===== config.mk =====
export PLATFORM = sky130hd
export DESIGN_NAME = tcc_div
export DESIGN_NICKNAME = d
export VERILOG_FILES = /design/src/rtl/core/timecode_frame_count_converter_top_macros.svh /design/src/rtl/core/tcc_pkg.sv /design/src/rtl/core/tcc_div.sv
export SDC_FILE = /design/constraint.sdc
export NUM_CORES = 2
export LEC_CHECK = 0
export ABC_AREA = 1
export BUFFER_PORTS_ARGS = -buffer_cell sky130_fd_sc_hd__buf_4
export CAP_MARGIN = 20
export CORE_AREA = 2 2 370 372
export DETAILED_ROUTE_END_ITERATION = 10
export DIE_AREA = 0 0 372 374
export PLACE_DENSITY = 0.73
export SLEW_MARGIN = 20
export SYNTH_ARGS = -nofsm -noshare
export SYNTH_HDL_FRONTEND = slang
export SYNTH_SLANG_ARGS = --single-unit

===== constraint.sdc =====
create_clock -name clk -period 1.9 [get_ports clk]
set_input_delay 0 -clock clk [delete_from_list [all_inputs] [get_ports clk]]
set_output_delay 0 -clock clk [all_outputs]
set_load 0.1 [all_outputs]

===== src/rtl/core/timecode_frame_count_converter_top_macros.svh =====
// Assertion macros shared by the timecode converter RTL.
// Each macro expects clk and arst_n to be visible at the point of use.
`ifndef TIMECODE_FRAME_COUNT_CONVERTER_TOP_MACROS_SVH
`define TIMECODE_FRAME_COUNT_CONVERTER_TOP_MACROS_SVH

// Same-cycle implication.
`define TCC_ASSERT_IMPL(lbl, ante, cons) \
	lbl: assert property (@(posedge clk) disable iff (!arst_n) (ante) |-> (cons)) \
		else $error("tcc: same-cycle check failed");

// Next-cycle implication.
`define TCC_ASSERT_NEXT(lbl, ante, cons) \
	lbl: assert property (@(posedge clk) disable iff (!arst_n) (ante) |=> (cons)) \
		else $error("tcc: next-cycle check failed");

`endif


===== src/rtl/core/tcc_pkg.sv =====
// Package for the timecode frame count converter: word types, status codes,
// register indexes and the derived rate constants shared by all modules.
// No dependencies.
`timescale 1ns / 1ps

package tcc_pkg;

	localparam int FC_W   = 37;
	localparam int RATE_W = 20;
	localparam int DPM_W  = 17;

	localparam logic [RATE_W-1:0] DROP_NUM_30 = 20'd30000;
	localparam logic [RATE_W-1:0] DROP_NUM_60 = 20'd60000;
	localparam logic [RATE_W-1:0] DROP_DEN    = 20'd1001;
	localparam logic [RATE_W-1:0] RESET_NUM   = 20'd30000;
	localparam logic [RATE_W-1:0] RESET_DEN   = 20'd1001;

	// Register indexes on the configuration port.
	localparam logic [1:0] REG_RATE_NUM = 2'd0;
	localparam logic [1:0] REG_RATE_DEN = 2'd1;
	localparam logic [1:0] REG_DROP     = 2'd2;

	localparam logic [3:0] ST_OK         = 4'd0;
	localparam logic [3:0] ST_BAD_RATE   = 4'd1;
	localparam logic [3:0] ST_BAD_DROP   = 4'd2;
	localparam logic [3:0] ST_HOUR_RANGE = 4'd3;
	localparam logic [3:0] ST_MIN_RANGE  = 4'd4;
	localparam logic [3:0] ST_SEC_RANGE  = 4'd5;
	localparam logic [3:0] ST_FRM_RANGE  = 4'd6;
	localparam logic [3:0] ST_DROPPED    = 4'd7;
	localparam logic [3:0] ST_CNT_RANGE  = 4'd8;

	typedef struct packed {
		logic              op;
		logic [FC_W-1:0]   frame_idx;
		logic [6:0]        hours;
		logic [6:0]        minutes;
		logic [6:0]        seconds;
		logic [RATE_W-1:0] frames;
	} in_word_t;

	typedef struct packed {
		logic [3:0]        status;
		logic [4:0]        out_hours;
		logic [5:0]        out_minutes;
		logic [5:0]        out_seconds;
		logic [RATE_W-1:0] out_frames;
		logic [FC_W-1:0]   out_frame_count;
	} out_word_t;

	typedef enum logic [2:0] {
		CFG_LOAD,
		CFG_DIV,
		CFG_ROUND,
		CFG_MUL1,
		CFG_MUL2,
		CFG_READY
	} cfg_state_t;

	// Constants derived from the rate registers.
	typedef struct packed {
		logic              busy;
		logic              drop;
		logic [3:0]        rate_st;
		logic [RATE_W-1:0] nom;
		logic [DPM_W-1:0]  dpm;
		logic [20:0]       dpm9;
		logic [25:0]       fpm;
		logic [25:0]       fpm_d;
		logic [31:0]       fph;
		logic [29:0]       fp10;
		logic [FC_W-1:0]   per_day;
	} derived_t;

	// Sideband carried alongside the division pipelines.
	typedef struct packed {
		logic              op;
		logic [3:0]        status;
		logic [FC_W-1:0]   fc;
		logic [10:0]       tm;
		logic [5:0]        sec;
		logic [RATE_W-1:0] fr;
		logic [16:0]       tms;
		logic [7:0]        tm10;
		logic [7:0]        blocks;
		logic [FC_W-1:0]   cnt;
		logic [4:0]        hrs;
		logic [5:0]        mins;
	} side_t;

endpackage


===== src/rtl/core/tcc_div.sv =====
// Pipelined restoring divider, one quotient bit per register stage, with a
// sideband word travelling beside it. Depends on tcc_pkg.
`timescale 1ns / 1ps

module tcc_div #(
	parameter int  QB     = 8,
	parameter type side_t = tcc_pkg::side_t
) (
	input  logic                     clk,
	input  logic                     arst_n,
	input  logic                     adv,
	input  logic                     in_vld,
	input  logic [tcc_pkg::FC_W-1:0] in_x,
	input  logic [tcc_pkg::FC_W-1:0] divisor,
	input  side_t                    in_side,
	output logic                     out_vld,
	output logic [QB-1:0]            out_q,
	output logic [tcc_pkg::FC_W-1:0] out_rem,
	output side_t                    out_side
);

	localparam int W  = tcc_pkg::FC_W;
	localparam int XW = W + QB;

	// The quotient must fit in QB bits; the caller guarantees that for
	// every word whose result is used.
	logic          vld_s  [QB+1];
	logic [W-1:0]  rem_s  [QB+1];
	logic [QB-1:0] quo_s  [QB+1];
	side_t         side_s [QB+1];

	assign vld_s[0]  = in_vld;
	assign rem_s[0]  = in_x;
	assign quo_s[0]  = '0;
	assign side_s[0] = in_side;

	for (genvar i = 0; i < QB; i++) begin : g_stage
		localparam int SH = QB - 1 - i;
		logic [XW-1:0] dsh;
		logic [QB:0]   qn;
		logic          ge;

		assign dsh = {{QB{1'b0}}, divisor} << SH;
		assign ge  = {{QB{1'b0}}, rem_s[i]} >= dsh;
		assign qn  = {quo_s[i], ge};

		always_ff @(posedge clk or negedge arst_n) begin
			if (!arst_n) begin
				vld_s[i+1] <= 1'b0;
			end else if (adv) begin
				vld_s[i+1] <= vld_s[i];
			end
		end

		always_ff @(posedge clk) begin
			if (adv) begin
				rem_s[i+1]  <= ge ? rem_s[i] - dsh[W-1:0] : rem_s[i];
				quo_s[i+1]  <= qn[QB-1:0];
				side_s[i+1] <= side_s[i];
			end
		end
	end

	assign out_vld  = vld_s[QB];
	assign out_q    = quo_s[QB];
	assign out_rem  = rem_s[QB];
	assign out_side = side_s[QB];

endmodule


==> flow_summary.yaml <==
yosys:
  synth_top_flop_cell: "sky130_fd_sc_hd__edfxtp_1"
  yosysWarnings: 0
  ys_types: 47
  synth_seq_cells: 1620
  synth_enable_flop_cells: 1612
  gate_count_post_synth: 6716
  post_synth_instance_area_sq_um: 73800
  post_synth.cell_area_avg_sq_um: 11.0
  synth_top_cells_by_area: "sky130_fd_sc_hd__edfxtp_1 (66%), sky130_fd_sc_hd__nand2_1 (11%), sky130_fd_sc_hd__ha_1 (4.5%)"
  synth_top_area_share_pct: 65.6
  synth_async_reset_ratio_pct: 0.494
  yosysSeqAreaShare_pct: 65.8
  synthesis.nets: 7230
  synth_top_cell_by_area: "sky130_fd_sc_hd__edfxtp_1"
grt:
  vias_in_the_first_global_route: 61100
  grt_antenna_before_repair: 11
  grt_first_pass_wirelength_mm: 365
  gr-total-overflow: 0
  pin_count_of_the_biggest_net_entering_global_routing: 105
  grtUsageTotal_pct: 35.6
layout:
  post_layout_instance_count_excluding_filler_cells: 11100
  layout.cells.most_common: "sky130_fd_sc_hd__buf_4"
  commonest_non_fill_non_tap_cells_in_the_layout: "sky130_fd_sc_hd__buf_4 (1948), sky130_fd_sc_hd__edfxtp_1 (1612), sky130_fd_sc_hd__nand2_1 (1561), sky130_fd_sc_hd__inv_1 (729), sky130_fd_sc_hd__nand2_2 (407)"
  syn2layout_area_growth_pct: 48.5
  final_layout_size_suffix_gt1_share_pct: 40.4
  num-nets-final: 9675
  fillers: 7235
place:
  placedCellCount: 10100
  gpl.final_weighted_congestion: 0.954
  hpwl_mm: 161
  buffer_ports.inserted: 443
  dpl_worst_slack_ns: -1.00
clock_network:
  clock-root-buffer: "sky130_fd_sc_hd__clkbuf_16"
  tritoncts: "built"
  skew_pair_late_insertion_delay_ns: 0.84
  cts_inserted_buffers: 159
  htreeDepth: 4
  cts_buffer_depth: 3
  clock_edge_transition_at_the_registers_on_the_reported_setup_and_hold_paths_ns: 0.07
  cts_sinks: 1620
floorplan:
  die_height_microns: 374
  core.rowCount: 135
  die_w_microns: 372
  placeableCoreArea_sq_um: 135000
  ios: 444
  die_area_sq_um: 139000
  initial_core_util_pct: 54.7
sta:
  setup_repair_after_global_routing_missed_its_margin: "yes"
  timing.setup.tns_ns: -125.78
  final-max-slew-violation-count: 0
  maxSlewHeadroom_pct: 56.3
  hold_violations: 0
  fin_crit_sh_pct: 139
  finalSetupViolCount: 248
  tightestPinTransition_ns: 0.656
  clock_skew_ns: 0.0876
  final_critical_path_required_period_ns: 2.65
  final.setup.worst_slack_ns: -0.750
  max_freq_ghz: 0.377
min_path:
  holdCritPathClass: "primary input to flop"
pwr:
  power_w: 0.101
  p_leak_nw: 48.1
  powerDensity_nw_per_um2: 922
  ir_drop_mv: 1.18
critical_path:
  critical_path.max_fanout: 7
  crit_arrival_ns: 3.36
  cp-start-kind: "flop"
  slowest_delay_ns: 0.54
  setup.worst_path.end_class: "flop"
  crit_type: "flop to flop"
  cp.required_ns: 2.61
  cp_cell_sequence: "ha_4 > nand2_4 > nor2_1 > nand2_2 > nor2_2 > nand2_1 > nand2_2 > nand2_4 > nand2_8 > buf_12 > nand2_2 > nand2_4"
  crit_slowest_cell: "sky130_fd_sc_hd__edfxtp_1"
route:
  ant_nets: 0
  wl_per_cell_microns: 24.4
  drc: 0
  detail_route.wirelength_mm: 271
  drt_first_pass_iters: 10
  drt_iter0_drc: 5817
  vias_per_cell: 5.52
  detailroute.via_count: 61100
run_status:
  status: "complete, but fails checks"
  violations: "negative setup slack"
flow_run:
  max_cap_viol_count: 0
-- layout make-up --
class / instances / area, sq um / area share [%]
tap: 1781 / 2230 / 2.03
clock inverter: 92 / 1120 / 1.02
timing repair buffer: 2546 / 22400 / 20.4
multi-input combinational: 4047 / 28000 / 25.6
antenna: 6 / 15.0 / 0.0137
clock buffer: 195 / 4140 / 3.78
inverter: 781 / 2990 / 2.73
sequential: 1620 / 48600 / 44.3
timing repair inverter: 6 / 78.8 / 0.0719
-- synthesized netlist by cell type (all sizes together) (5+ instances only) --
cell type,instances
nor4,6
ha,268
nand4,84
a21oi,222
dfrtp,8
xnor2,14
edfxtp,1612
o21bai,43
nand3b,37
nand3,491
nor2,448
xor2,116
a21boi,5
nand2,2123
fa,8
buf,270
nor3,64
inv,781
o21ai,85
-- worst max-delay path, delay by kind of cell (launching register included) --
| family | cells | cell delay, ns |
|---|---|---|
| adder cells (fa/ha/maj) | 1 | 0.38 |
| buffers and inverters | 1 | 0.17 |
| flip-flops | 1 | 0.54 |
| AND/OR/NAND/NOR | 10 | 1.39 |
-- cell families after synthesis --
family | Yosys count | synth area share (%)
flops | 1620 | 65.8
simple gates | 3266 | 18.4
fa+ha+maj | 276 | 4.76
xor+xnor | 130 | 1.54
compound gates | 369 | 2.72
buf+inv | 1055 | 6.71
-- report_power, final --
group / internal (W) / total (W) / switching [W]
registers: 0.0423 / 0.0436 / 0.00138
logic: 0.0104 / 0.0245 / 0.0141
clock network: 0.0178 / 0.0329 / 0.0151
total: 0.0704 / 0.101 / 0.0306
-- flip-flops by register name (all words and copies together) (netlist names) --
register	cells
vld_s	7
g_stage.qn	28
out_vld	1
rem_s	259
side_s	1120
out_rem	37
out_q	8
out_side	160
-- per-layer routing --
layer  vias to the layer above  part of all wire [%]  GRT usage [%]
met4                        12                   8.9           22.3
met2                      3306                    52           64.8
met1                     29100                    32           37.6
met5                         -                 0.036              0
li1                      27400                     -              -
met3                      1297                   7.4           6.78
-- what timing repair did --
action                     CTS  global route
cloned                      18            32
buffers inserted           112           150
hold buffers               375             2
pin swaps                  156           358
setup endpoints to repair  245           276
hold endpoints to repair   955             4
resized for setup          525          1026
-- per-stage QoR --
stage,instance area [sq um],hold WS (ns),util [%]
finish,110000,0.0700,81.2
global route,110000,0.0336,81.2
CTS,104000,0.0158,77.0
detailed placement,91300,-0.167,67.6
global placement,91300,-0.169,67.6
floorplan,75700,-0.296,-
-- path summary, 6_finish.rpt --
check / startpoint / to / slack [ns] / depth (start not counted)
min in group asynchronous: arst_n / vld_s[1] / 0.20 / 3
hold / removal: in_x[7] / rem_s[266] / 0.07 / 6
setup / recovery: rem_s[251] / rem_s[211] / -0.75 / 12
hold reg to reg: g_stage[4].qn[1] / g_stage[5].qn[2] / 0.40 / 0
max in group asynchronous: arst_n / vld_s[7] / 1.38 / 3
setup reg to reg: rem_s[251] / rem_s[211] / -0.75 / 12
(Power assumes the default switching activity.)
