[src/rtl/core/timecode_frame_count_converter_top_macros.svh]
// Assertion macros shared by the timecode converter RTL.
// Each macro expects clk and arst_n to be visible at the point of use.
`ifndef TIMECODE_FRAME_COUNT_CONVERTER_TOP_MACROS_SVH
`define TIMECODE_FRAME_COUNT_CONVERTER_TOP_MACROS_SVH

// Same-cycle implication.
`define TCC_ASSERT_IMPL(lbl, ante, cons) \
	lbl: assert property (@(posedge clk) disable iff (!arst_n) (ante) |-> (cons)) \
		else $error("tcc: same-cycle check failed");

// Next-cycle implication.
`define TCC_ASSERT_NEXT(lbl, ante, cons) \
	lbl: assert property (@(posedge clk) disable iff (!arst_n) (ante) |=> (cons)) \
		else $error("tcc: next-cycle check failed");

`endif

[src/rtl/core/tcc_pkg.sv]
// Package for the timecode frame count converter: word types, status codes,
// register indexes and the derived rate constants shared by all modules.
// No dependencies.
`timescale 1ns / 1ps

package tcc_pkg;

	localparam int FC_W   = 37;
	localparam int RATE_W = 20;
	localparam int DPM_W  = 17;

	localparam logic [RATE_W-1:0] DROP_NUM_30 = 20'd30000;
	localparam logic [RATE_W-1:0] DROP_NUM_60 = 20'd60000;
	localparam logic [RATE_W-1:0] DROP_DEN    = 20'd1001;
	localparam logic [RATE_W-1:0] RESET_NUM   = 20'd30000;
	localparam logic [RATE_W-1:0] RESET_DEN   = 20'd1001;

	// Register indexes on the configuration port.
	localparam logic [1:0] REG_RATE_NUM = 2'd0;
	localparam logic [1:0] REG_RATE_DEN = 2'd1;
	localparam logic [1:0] REG_DROP     = 2'd2;

	localparam logic [3:0] ST_OK         = 4'd0;
	localparam logic [3:0] ST_BAD_RATE   = 4'd1;
	localparam logic [3:0] ST_BAD_DROP   = 4'd2;
	localparam logic [3:0] ST_HOUR_RANGE = 4'd3;
	localparam logic [3:0] ST_MIN_RANGE  = 4'd4;
	localparam logic [3:0] ST_SEC_RANGE  = 4'd5;
	localparam logic [3:0] ST_FRM_RANGE  = 4'd6;
	localparam logic [3:0] ST_DROPPED    = 4'd7;
	localparam logic [3:0] ST_CNT_RANGE  = 4'd8;

	typedef struct packed {
		logic              op;
		logic [FC_W-1:0]   frame_idx;
		logic [6:0]        hours;
		logic [6:0]        minutes;
		logic [6:0]        seconds;
		logic [RATE_W-1:0] frames;
	} in_word_t;

	typedef struct packed {
		logic [3:0]        status;
		logic [4:0]        out_hours;
		logic [5:0]        out_minutes;
		logic [5:0]        out_seconds;
		logic [RATE_W-1:0] out_frames;
		logic [FC_W-1:0]   out_frame_count;
	} out_word_t;

	typedef enum logic [2:0] {
		CFG_LOAD,
		CFG_DIV,
		CFG_ROUND,
		CFG_MUL1,
		CFG_MUL2,
		CFG_READY
	} cfg_state_t;

	// Constants derived from the rate registers.
	typedef struct packed {
		logic              busy;
		logic              drop;
		logic [3:0]        rate_st;
		logic [RATE_W-1:0] nom;
		logic [DPM_W-1:0]  dpm;
		logic [20:0]       dpm9;
		logic [25:0]       fpm;
		logic [25:0]       fpm_d;
		logic [31:0]       fph;
		logic [29:0]       fp10;
		logic [FC_W-1:0]   per_day;
	} derived_t;

	// Sideband carried alongside the division pipelines.
	typedef struct packed {
		logic              op;
		logic [3:0]        status;
		logic [FC_W-1:0]   fc;
		logic [10:0]       tm;
		logic [5:0]        sec;
		logic [RATE_W-1:0] fr;
		logic [16:0]       tms;
		logic [7:0]        tm10;
		logic [7:0]        blocks;
		logic [FC_W-1:0]   cnt;
		logic [4:0]        hrs;
		logic [5:0]        mins;
	} side_t;

endpackage

[src/rtl/core/tcc_cfg.sv]
// Rate registers and the sequencer that derives nominal rate and frame
// constants from them. Depends on tcc_pkg.
`timescale 1ns / 1ps

module tcc_cfg (
	input  logic                       clk,
	input  logic                       arst_n,
	input  logic                       cfg_valid,
	output logic                       cfg_ready,
	input  logic [1:0]                 cfg_index,
	input  logic [tcc_pkg::RATE_W-1:0] cfg_data,
	output tcc_pkg::derived_t          drv
);

	tcc_pkg::cfg_state_t state_q, state_d;

	logic [tcc_pkg::RATE_W-1:0] num_q, den_q;
	logic                       drop_q;
	logic [tcc_pkg::RATE_W-1:0] rem_q, nsh_q, quo_q, nom_q;
	logic [4:0]                 cnt_q;
	logic [tcc_pkg::DPM_W-1:0]  dpm_q;
	logic [20:0]                dpm9_q;
	logic [25:0]                fpm_q, fpm_d_q;
	logic [31:0]                fph_q;
	logic [29:0]                fp10_q;
	logic [tcc_pkg::FC_W-1:0]   nday_q, per_day_q;
	logic [3:0]                 rate_st_q;
	logic                       wr, busy;

	logic [20:0] trial, half;
	logic        ge, up;
	logic [40:0] recip;
	logic        drop_ok;

	assign cfg_ready = 1'b1;
	assign wr        = cfg_valid && cfg_ready;

	always_ff @(posedge clk or negedge arst_n) begin
		if (!arst_n) begin
			num_q  <= tcc_pkg::RESET_NUM;
			den_q  <= tcc_pkg::RESET_DEN;
			drop_q <= 1'b0;
		end else if (wr) begin
			case (cfg_index)
				tcc_pkg::REG_RATE_NUM: num_q  <= cfg_data;
				tcc_pkg::REG_RATE_DEN: den_q  <= cfg_data;
				tcc_pkg::REG_DROP:     drop_q <= cfg_data[0];
				default: ;
			endcase
		end
	end

	always_ff @(posedge clk or negedge arst_n) begin
		if (!arst_n) begin
			state_q <= tcc_pkg::CFG_LOAD;
		end else begin
			state_q <= state_d;
		end
	end

	always_comb begin
		state_d = state_q;
		case (state_q)
			tcc_pkg::CFG_LOAD:  state_d = tcc_pkg::CFG_DIV;
			tcc_pkg::CFG_DIV:   if (cnt_q == 5'd19) state_d = tcc_pkg::CFG_ROUND;
			tcc_pkg::CFG_ROUND: state_d = tcc_pkg::CFG_MUL1;
			tcc_pkg::CFG_MUL1:  state_d = tcc_pkg::CFG_MUL2;
			tcc_pkg::CFG_MUL2:  state_d = tcc_pkg::CFG_READY;
			tcc_pkg::CFG_READY: state_d = tcc_pkg::CFG_READY;
			default:            state_d = tcc_pkg::CFG_LOAD;
		endcase
		// Any register write starts the derivation again.
		if (wr) state_d = tcc_pkg::CFG_LOAD;
	end

	always_comb begin
		case (state_q)
			tcc_pkg::CFG_READY: busy = 1'b0;
			default:            busy = 1'b1;
		endcase
	end

	// One quotient bit per cycle of the restoring division num / den.
	assign trial = {rem_q, nsh_q[tcc_pkg::RATE_W-1]};
	assign ge    = trial >= {1'b0, den_q};
	assign half  = ({1'b0, den_q} + 21'd1) >> 1;
	assign up    = {1'b0, rem_q} >= half;
	// Multiplying by 2^24/15 rounded up gives an exact nom/15 over 20 bits.
	assign recip = 41'(nom_q) * 41'd1118482;
	assign drop_ok = (den_q == tcc_pkg::DROP_DEN) &&
		(num_q == tcc_pkg::DROP_NUM_30 || num_q == tcc_pkg::DROP_NUM_60);

	always_ff @(posedge clk) begin
		case (state_q)
			tcc_pkg::CFG_LOAD: begin
				rem_q <= '0;
				nsh_q <= num_q;
				quo_q <= '0;
				cnt_q <= '0;
			end
			tcc_pkg::CFG_DIV: begin
				rem_q <= ge ? 20'(trial - {1'b0, den_q}) : trial[19:0];
				nsh_q <= {nsh_q[18:0], 1'b0};
				quo_q <= {quo_q[18:0], ge};
				cnt_q <= cnt_q + 5'd1;
			end
			tcc_pkg::CFG_ROUND: begin
				nom_q <= (den_q == '0) ? '0 : 20'(quo_q + {19'd0, up});
			end
			tcc_pkg::CFG_MUL1: begin
				dpm_q  <= recip[40:24];
				fpm_q  <= 26'(nom_q) * 26'd60;
				fph_q  <= 32'(nom_q) * 32'd3600;
				nday_q <= 37'(nom_q) * 37'd86400;
			end
			tcc_pkg::CFG_MUL2: begin
				fpm_d_q   <= fpm_q - 26'(dpm_q);
				fp10_q    <= 30'(fpm_q) * 30'd10 - 30'(dpm_q) * 30'd9;
				dpm9_q    <= 21'(dpm_q) * 21'd9;
				per_day_q <= drop_q ? nday_q - 37'(dpm_q) * 37'd1296 : nday_q;
				if (nom_q == '0) begin
					rate_st_q <= tcc_pkg::ST_BAD_RATE;
				end else if (drop_q && !drop_ok) begin
					rate_st_q <= tcc_pkg::ST_BAD_DROP;
				end else begin
					rate_st_q <= tcc_pkg::ST_OK;
				end
			end
			default: ;
		endcase
	end

	assign drv.busy    = busy;
	assign drv.drop    = drop_q;
	assign drv.rate_st = rate_st_q;
	assign drv.nom     = nom_q;
	assign drv.dpm     = dpm_q;
	assign drv.dpm9    = dpm9_q;
	assign drv.fpm     = fpm_q;
	assign drv.fpm_d   = fpm_d_q;
	assign drv.fph     = fph_q;
	assign drv.fp10    = fp10_q;
	assign drv.per_day = per_day_q;

endmodule

[config.mk]
export PLATFORM = sky130hd
export DESIGN_NAME = tcc_cfg
export DESIGN_NICKNAME = d
export VERILOG_FILES = /design/src/rtl/core/timecode_frame_count_converter_top_macros.svh /design/src/rtl/core/tcc_pkg.sv /design/src/rtl/core/tcc_cfg.sv
export SDC_FILE = /design/constraint.sdc
export NUM_CORES = 1
export LEC_CHECK = 0
export ABC_AREA = 1
export ABC_CLOCK_PERIOD_IN_PS = 9800
export BUFFER_PORTS_ARGS = -buffer_cell sky130_fd_sc_hd__buf_2
export CAP_MARGIN = 25
export CORE_MARGIN = 2
export CORE_UTILIZATION = 60
export CTS_CLUSTER_DIAMETER = 100
export DETAILED_ROUTE_END_ITERATION = 8
export MAX_ROUTING_LAYER = met4
export PLACE_DENSITY = 0.79
export SLEW_MARGIN = 40
export SYNTH_ARGS = -nofsm -noshare
export SYNTH_HDL_FRONTEND = slang
export SYNTH_SLANG_ARGS = --single-unit
[constraint.sdc]
create_clock -name clk -period 9.8 [get_ports clk]
set_clock_uncertainty 0.2 [all_clocks]
set_input_delay 0 -clock clk [delete_from_list [all_inputs] [get_ports clk]]
set_output_delay 0 -clock clk [all_outputs]
set_load 0.005 [all_outputs]
==> results of run 1 <==
cells by family (layout without fill, tap and decap cells):
group / count (synthesis) / count (layout) / share of synthesized area
AND/OR/NAND/NOR: 1439 / 1439 / 0.175
flip-flops: 334 / 334 / 0.285
AO/OA/AOI/OAI: 589 / 589 / 0.0929
XOR/XNOR: 225 / 225 / 0.0572
adder cells (fa/ha/maj): 735 / 735 / 0.301
buffers and inverters: 795 / 1090 / 0.0894
other: 2 / 13 / 0.000218
layout make-up:
type / instances / area share
clock buffer: 49 / 0.0269
clock inverter: 21 / 0.00592
inverter: 744 / 0.0734
multi-input combinational: 3001 / 0.569
sequential: 334 / 0.258
tap: 756 / 0.0249
timing repair buffer: 276 / 0.0419
through the flow:
| step | setup slack (ps) | instances | utilization | area, µm² |
|---|---|---|---|---|
| 2_1_floorplan | 1930 | 4130 | - | 34500 |
| 3_3_place_gp | 4340 | 5081 | 0.644 | 36500 |
| 3_5_place_dp | 4260 | 5081 | 0.645 | 36500 |
| 4_1_cts | 4230 | 5181 | 0.672 | 38000 |
| 5_1_grt | 3850 | 5181 | 0.672 | 38000 |
| 6_report | 4250 | 5181 | 0.672 | 38000 |
sequential cells by signal (all words and copies together) (netlist names):
register,count
cnt_q,5
den_q,20
dpm9_q,21
dpm_q,17
drop_q,1
fp10_q,28
fph_q,27
fpm_d_q,25
fpm_q,22
nday_q,30
nom_q,20
nsh_q,20
num_q,20
per_day_q,33
quo_q,20
rate_st_q,2
rem_q,20
state_q,3
worst reg2reg max path: cells and delay by family, from the launching register on:
family | cells | cell delay, ps
xor gates and xnor gates | 1 | 70
adders and majority gates | 6 | 2580
buffers and inverters | 6 | 680
DFF | 1 | 750
and+or+nand+nor | 8 | 1030
routing by layer:
| layer | share of wire | up-vias | GRT usage |
|---|---|---|---|
| met5 | 0 | - | - |
| met4 | 0.035 | 0 | 0.102 |
| met3 | 0.058 | 167 | 0.0415 |
| met2 | 0.47 | 891 | 0.537 |
| met1 | 0.43 | 13455 | 0.413 |
| li1 | - | 14048 | - |
worst max path at each step:
| stage | from | endpoint | cells after the start |
|---|---|---|---|
| after detailed placement | nom_q[10] | dpm_q[8] | 21 |
| final | nom_q[10] | dpm_q[8] | 21 |
| after global placement | nom_q[10] | dpm_q[8] | 21 |
| after CTS | nom_q[10] | dpm_q[8] | 21 |
| after floorplan | state_q[1] | dpm_q[0] | 2 |
| after global routing | nom_q[10] | dpm_q[8] | 21 |
repair_timing:
action / 4_1_cts / 5_1_grt
endpoints found under the hold margin: 88 / 0
buffers inserted: 0 / 0
hold buffers: 30 / 0
layout by cell type (no fill, tap or decap), types with 7 or more instances in the layout:
| cell type | Yosys | final |
|---|---|---|
| nand2_1 | 820 | 820 |
| inv_1 | 740 | 740 |
| ha_1 | 579 | 579 |
| nor2_1 | 322 | 320 |
| edfxtp_1 | 290 | 290 |
| a21oi_1 | 276 | 276 |
| buf_2 | 3 | 226 |
| o21ai_0 | 203 | 203 |
| fa_1 | 156 | 156 |
| xor2_1 | 142 | 142 |
| nand3_1 | 138 | 138 |
| xnor2_1 | 83 | 83 |
| nand4_1 | 49 | 49 |
| clkbuf_16 | 0 | 39 |
| nor3_1 | 37 | 34 |
| dfrtp_1 | 30 | 30 |
| dlygate4sd3_1 | 0 | 29 |
| a21o_1 | 28 | 28 |
| buf_4 | 25 | 19 |
| o21bai_1 | 15 | 15 |
| a31oi_1 | 15 | 15 |
| nor4_1 | 15 | 15 |
| dfstp_2 | 14 | 14 |
| conb_1 | 2 | 13 |
| a21boi_0 | 12 | 12 |
| nor2_2 | 11 | 11 |
| o21a_1 | 11 | 11 |
| nand2_2 | 10 | 10 |
| clkbuf_1 | 22 | 9 |
| nand3_2 | 7 | 7 |
| nor3_2 | 4 | 7 |
| o21ai_1 | 7 | 7 |
| or2_2 | 7 | 7 |
| clkinv_1 | 1 | 7 |
==> results.yml, run 1 <==
clocking:
  clock_latency_ps: 570
  path_clk_slew_ps: 60
  cts_resized: 0
  clk_path_buf_depth: 3
  cts_buffers: 38
  cts_tree: "done"
  clock_sinks: 334
  cts_max_level: 2
  cts_root_buf: "clkbuf_16"
grt:
  grt_usage: 0.324
  antenna_found_initial: 0
  grt-ovfl-total: 0
  grt_pass1_vias: 28116
  grt_max_degree: 76
  grt_pass1_wl_um: 148000
finish:
  register_area_um2: 9830
  multi_input_area_um2: 21600
  layout-drive-gt1-share: 0.0838
  area_delta_synth_final_pct: 10.4
  fill_cells: 4743
  nets: 5155
  antenna-diode-count: 0
logic_synthesis:
  synth_top_area_frac: 0.253
  synth-seq-area-share: 0.285
  yosys-top-cells-count: "nand2_1 (820), inv_1 (740), ha_1 (579), nor2_1 (322), edfxtp_1 (290)"
  synth_area_leaders: "edfxtp_1 (25%), ha_1 (21%), fa_1 (9.1%), nand2_1 (8.9%), inv_1 (8.1%)"
  synth_edf_count: 290
  synth_seq_cells: 334
  syn_area_um2: 34500
  synthCells: 4119
  synth_warnings: 0
  synth.most_common_cell: "nand2_1"
  synthDistinctLibCells: 53
  syn_avg_cell_area_um2: 8.37
  post-synth-top-area-cell: "edfxtp_1"
  ys_async_sr_fraction: 0.132
  synth_ff_type: "edfxtp_1"
sta:
  slew_headroom: 0.453
  finalHoldViolations: 0
  min_period_ps: 5550
  rsz0062_at_grt: "no"
  hold_slack_ps: 41.5
  slew_viol_final: 0
  max_freq_mhz: 180
  period_share: 0.567
  setup_violations: 0
  final.setup.tns_ps: 0
  worst_pin_slew_ps: 821
worst_hold_path:
  worstHoldEndpoint: "den_q[9]"
  holdPathStages: 4
  hold_path.class: "in -> reg"
  hp-start: "cfg_data[9]"
critical_path:
  path_cells: "inv_1 > fa_1 > inv_1 > fa_1 > inv_1 > fa_1 > inv_1 > ha_1 > ha_1 > ha_1 > nand2_1 > nor2_1 > inv_1 > nor2_1 > inv_1 > nor4_2 > nand2_1 > nand3_1 > nand2_1 > nand2_1 > xor2_1"
  cp_slowest_cell: "edfxtp_1"
  max_stage_delay_ps: 750
  cp.arrival_ps: 5670
  r2r-start: "nom_q[10]"
  cpMostUsedCell: "inv_1"
  critPathLaunchType: "flip-flop"
  end_kind: "flip-flop"
  regToRegEndpoint: "dpm_q[8]"
  crit_type: "reg -> reg"
  cp.required_ps: 9910
  r2r_slack_ps: 4250
  path_delay_family: "adder cells"
  critical_path_buf_inv_count: 6
  rr_worst_depth: 21
  critPathMaxFanout: 11
floorplan:
  num_rows: 87
  die_h_um: 244
  core_area_um2: 56600
  die_x_um: 244
  dieArea_um2: 59400
  initial_core_util: 0.609
  num_io_pins: 241
drt:
  dr.pass1.iters: 5
  vias: 28561
  drtAntennaViolNets: 0
  post_drt_wl_per_cell_um: 18.0
  first_iter_violations: 2016
  routed_wl_um: 93500
  via_per_inst: 5.51
  drc_errors: 0
flow_run:
  drv_cap: 0
placed_design:
  port-buffer-count: 227
  hpwl_um: 75700
  place_congestion: 0.982
status:
  status: "finished, final reports clean"
Power of run 1 is not shown: default switching activity piles up to over one toggle a cycle in this logic, so the estimate is an artifact.
==> run 2, diff against run 1 <==
--- a/config.mk
+++ b/config.mk
@@ -6,7 +6,7 @@
 export NUM_CORES = 1
 export LEC_CHECK = 0
 export ABC_AREA = 1
-export ABC_CLOCK_PERIOD_IN_PS = 9800
+export ABC_CLOCK_PERIOD_IN_PS = 5350
 export BUFFER_PORTS_ARGS = -buffer_cell sky130_fd_sc_hd__buf_2
 export CAP_MARGIN = 25
 export CORE_MARGIN = 2
==> constraint.sdc (replaced) <==
create_clock -name clk -period 5.35 [get_ports clk]
set_clock_uncertainty 0.2 [all_clocks]
set_input_delay 0 -clock clk [delete_from_list [all_inputs] [get_ports clk]]
set_output_delay 0 -clock clk [all_outputs]
set_load 0.005 [all_outputs]
==> results.yml, run 2 (synthesis gave the netlist of run 1 again) <==
status:
  status: "finished, final reports clean"
drt:
  met2_length_um: 43500
  first_iter_violations: 2017
  drtAntennaViolNets: 0
  post_drt_wl_per_cell_um: 17.6
  routed_wl_um: 92700
  via_per_inst: 5.47
  wl_met3_um: 5760
  drc_errors: 0
  dr.pass1.iters: 8
  vias: 28747
  drt-met1-wl_um: 39800
  topRoutingLayerUsed: "met4"
critical_path:
  cp.arrival_ps: 5260
  crit_type: "reg -> reg"
  r2r_slack_ps: 220
  end_kind: "flip-flop"
  cp.required_ps: 5470
  critPathMaxFanout: 5
  critPathLaunchType: "flip-flop"
sta:
  final.setup.tns_ps: 0
  max_freq_mhz: 195
  worst_pin_slew_ps: 738
  min_period_ps: 5130
  finalHoldViolations: 0
  setup_violations: 0
  period_share: 0.959
  slew_headroom: 0.507
  slew_viol_final: 0
clocking:
  cts_max_level: 2
  clock_latency_ps: 610
  cts_root_buf: "clkbuf_16"
  cts_buffers: 38
  clk_path_buf_depth: 3
  cts_tree: "done"
  clock_sinks: 334
  path_clk_slew_ps: 60
finish:
  layout-drive-gt1-share: 0.105
  final_area_um2: 38900
  antenna-diode-count: 0
  largest-register: "per_day_q"
  largest_reg_flops: 33
  register_area_um2: 9830
  layout_commonest_cell: "nand2_1"
  fill_cells: 4582
  area_delta_synth_final_pct: 12.8
  reg.largest.list: "per_day_q x33, nday_q x30, fp10_q x28"
  nets: 5233
  final_cell_mix: "nand2_1 (815), inv_1 (739), ha_1 (571)"
  multi_input_area_um2: 21800
worst_hold_path:
  hold_path.class: "in -> reg"
placed_design:
  port-buffer-count: 227
  dpl_cell_area_um2: 36900
  hpwl_um: 75900
  place_congestion: 1.00
grt:
  grt_usage: 0.322
  grt_pass1_vias: 28264
  grt_max_degree: 83
  grt-ovfl-total: 0
  grt_pass1_wl_um: 148000
  antenna_found_initial: 0
floorplan:
  num_io_pins: 241
  dieArea_um2: 59400
  die_x_um: 244
  num_rows: 87
  initial_core_util: 0.609
  core_area_um2: 56600
  die_h_um: 244
flow_run:
  drv_cap: 0
[run 2: cell types whose count changed in the layout (fill, tap and decap cells not counted), sizes merged]
cell / previous run / this run
inv: 746 / 747
dlygate4sd3: 29 / 42
clkbuf: 49 / 46
clkinvlp: 2 / 0
buf: 247 / 312
clkinv: 14 / 16
[run 2: cell type report]
cell class                 count  share of cell area
clock inverter                22             0.00691
sequential                   334               0.253
clock buffer                  46              0.0260
tap                          756              0.0243
multi-input combinational   3001               0.561
inverter                     744              0.0718
timing repair buffer         354              0.0578
[run 2: path summary, 6_finish.rpt]
| path | start | endpoint | cells past startpoint |
|---|---|---|---|
| max in group asynchronous | arst_n | state_q[2] | 4 |
| min in group asynchronous | arst_n | den_q[7] | 3 |
| hold reg to reg | num_q[12] | num_q[12] | 2 |
| setup / recovery | dpm_q[7] | per_day_q[23] | 23 |
| hold / removal | cfg_data[10] | num_q[10] | 4 |
| setup reg to reg | dpm_q[7] | per_day_q[23] | 23 |
[run 2: layer usage]
layer / track usage / vias to the layer above
met5: - / -
met4: 0.111 / 0
met3: 0.0430 / 208
met2: 0.524 / 941
met1: 0.415 / 13387
li1: - / 14211
[run 2: what timing repair did]
item | in CTS | in global routing
setup buffers | 0 | 12
resized for setup | 0 | 41
hold endpoints to repair | 88 | 0
setup endpoints to repair | 0 | 21
hold buffers | 43 | 0
[run 2: per-stage QoR]
stage | util | cells | hold slack [ps] | setup WS [ps]
floorplan | - | 4130 | -496 | 365
global placement | 0.652 | 5132 | 16.1 | 162
detailed placement | 0.652 | 5134 | -165 | 105
CTS | 0.683 | 5245 | 1.04 | 99.0
global route | 0.687 | 5257 | 39.3 | -77.3
finish | 0.687 | 5257 | 29.9 | 217
[run 2: worst max-delay path, stage by stage, from the launching register on]
cell	delay (ps)
edfxtp_1	470
ha_1	340
ha_1	300
ha_1	290
inv_1	50
fa_1	490
inv_1	40
ha_1	340
a21oi_1	220
o21ai_0	110
inv_1	80
nand2_1	110
a21oi_1	180
xor2_1	330
ha_4	280
nand2_2	110
nor2_1	50
inv_1	140
nor2_1	90
nand4_1	120
nand3_1	110
or2_2	280
nand3_1	70
nand2_1	50
Power of run 2 is left out for the same reason.
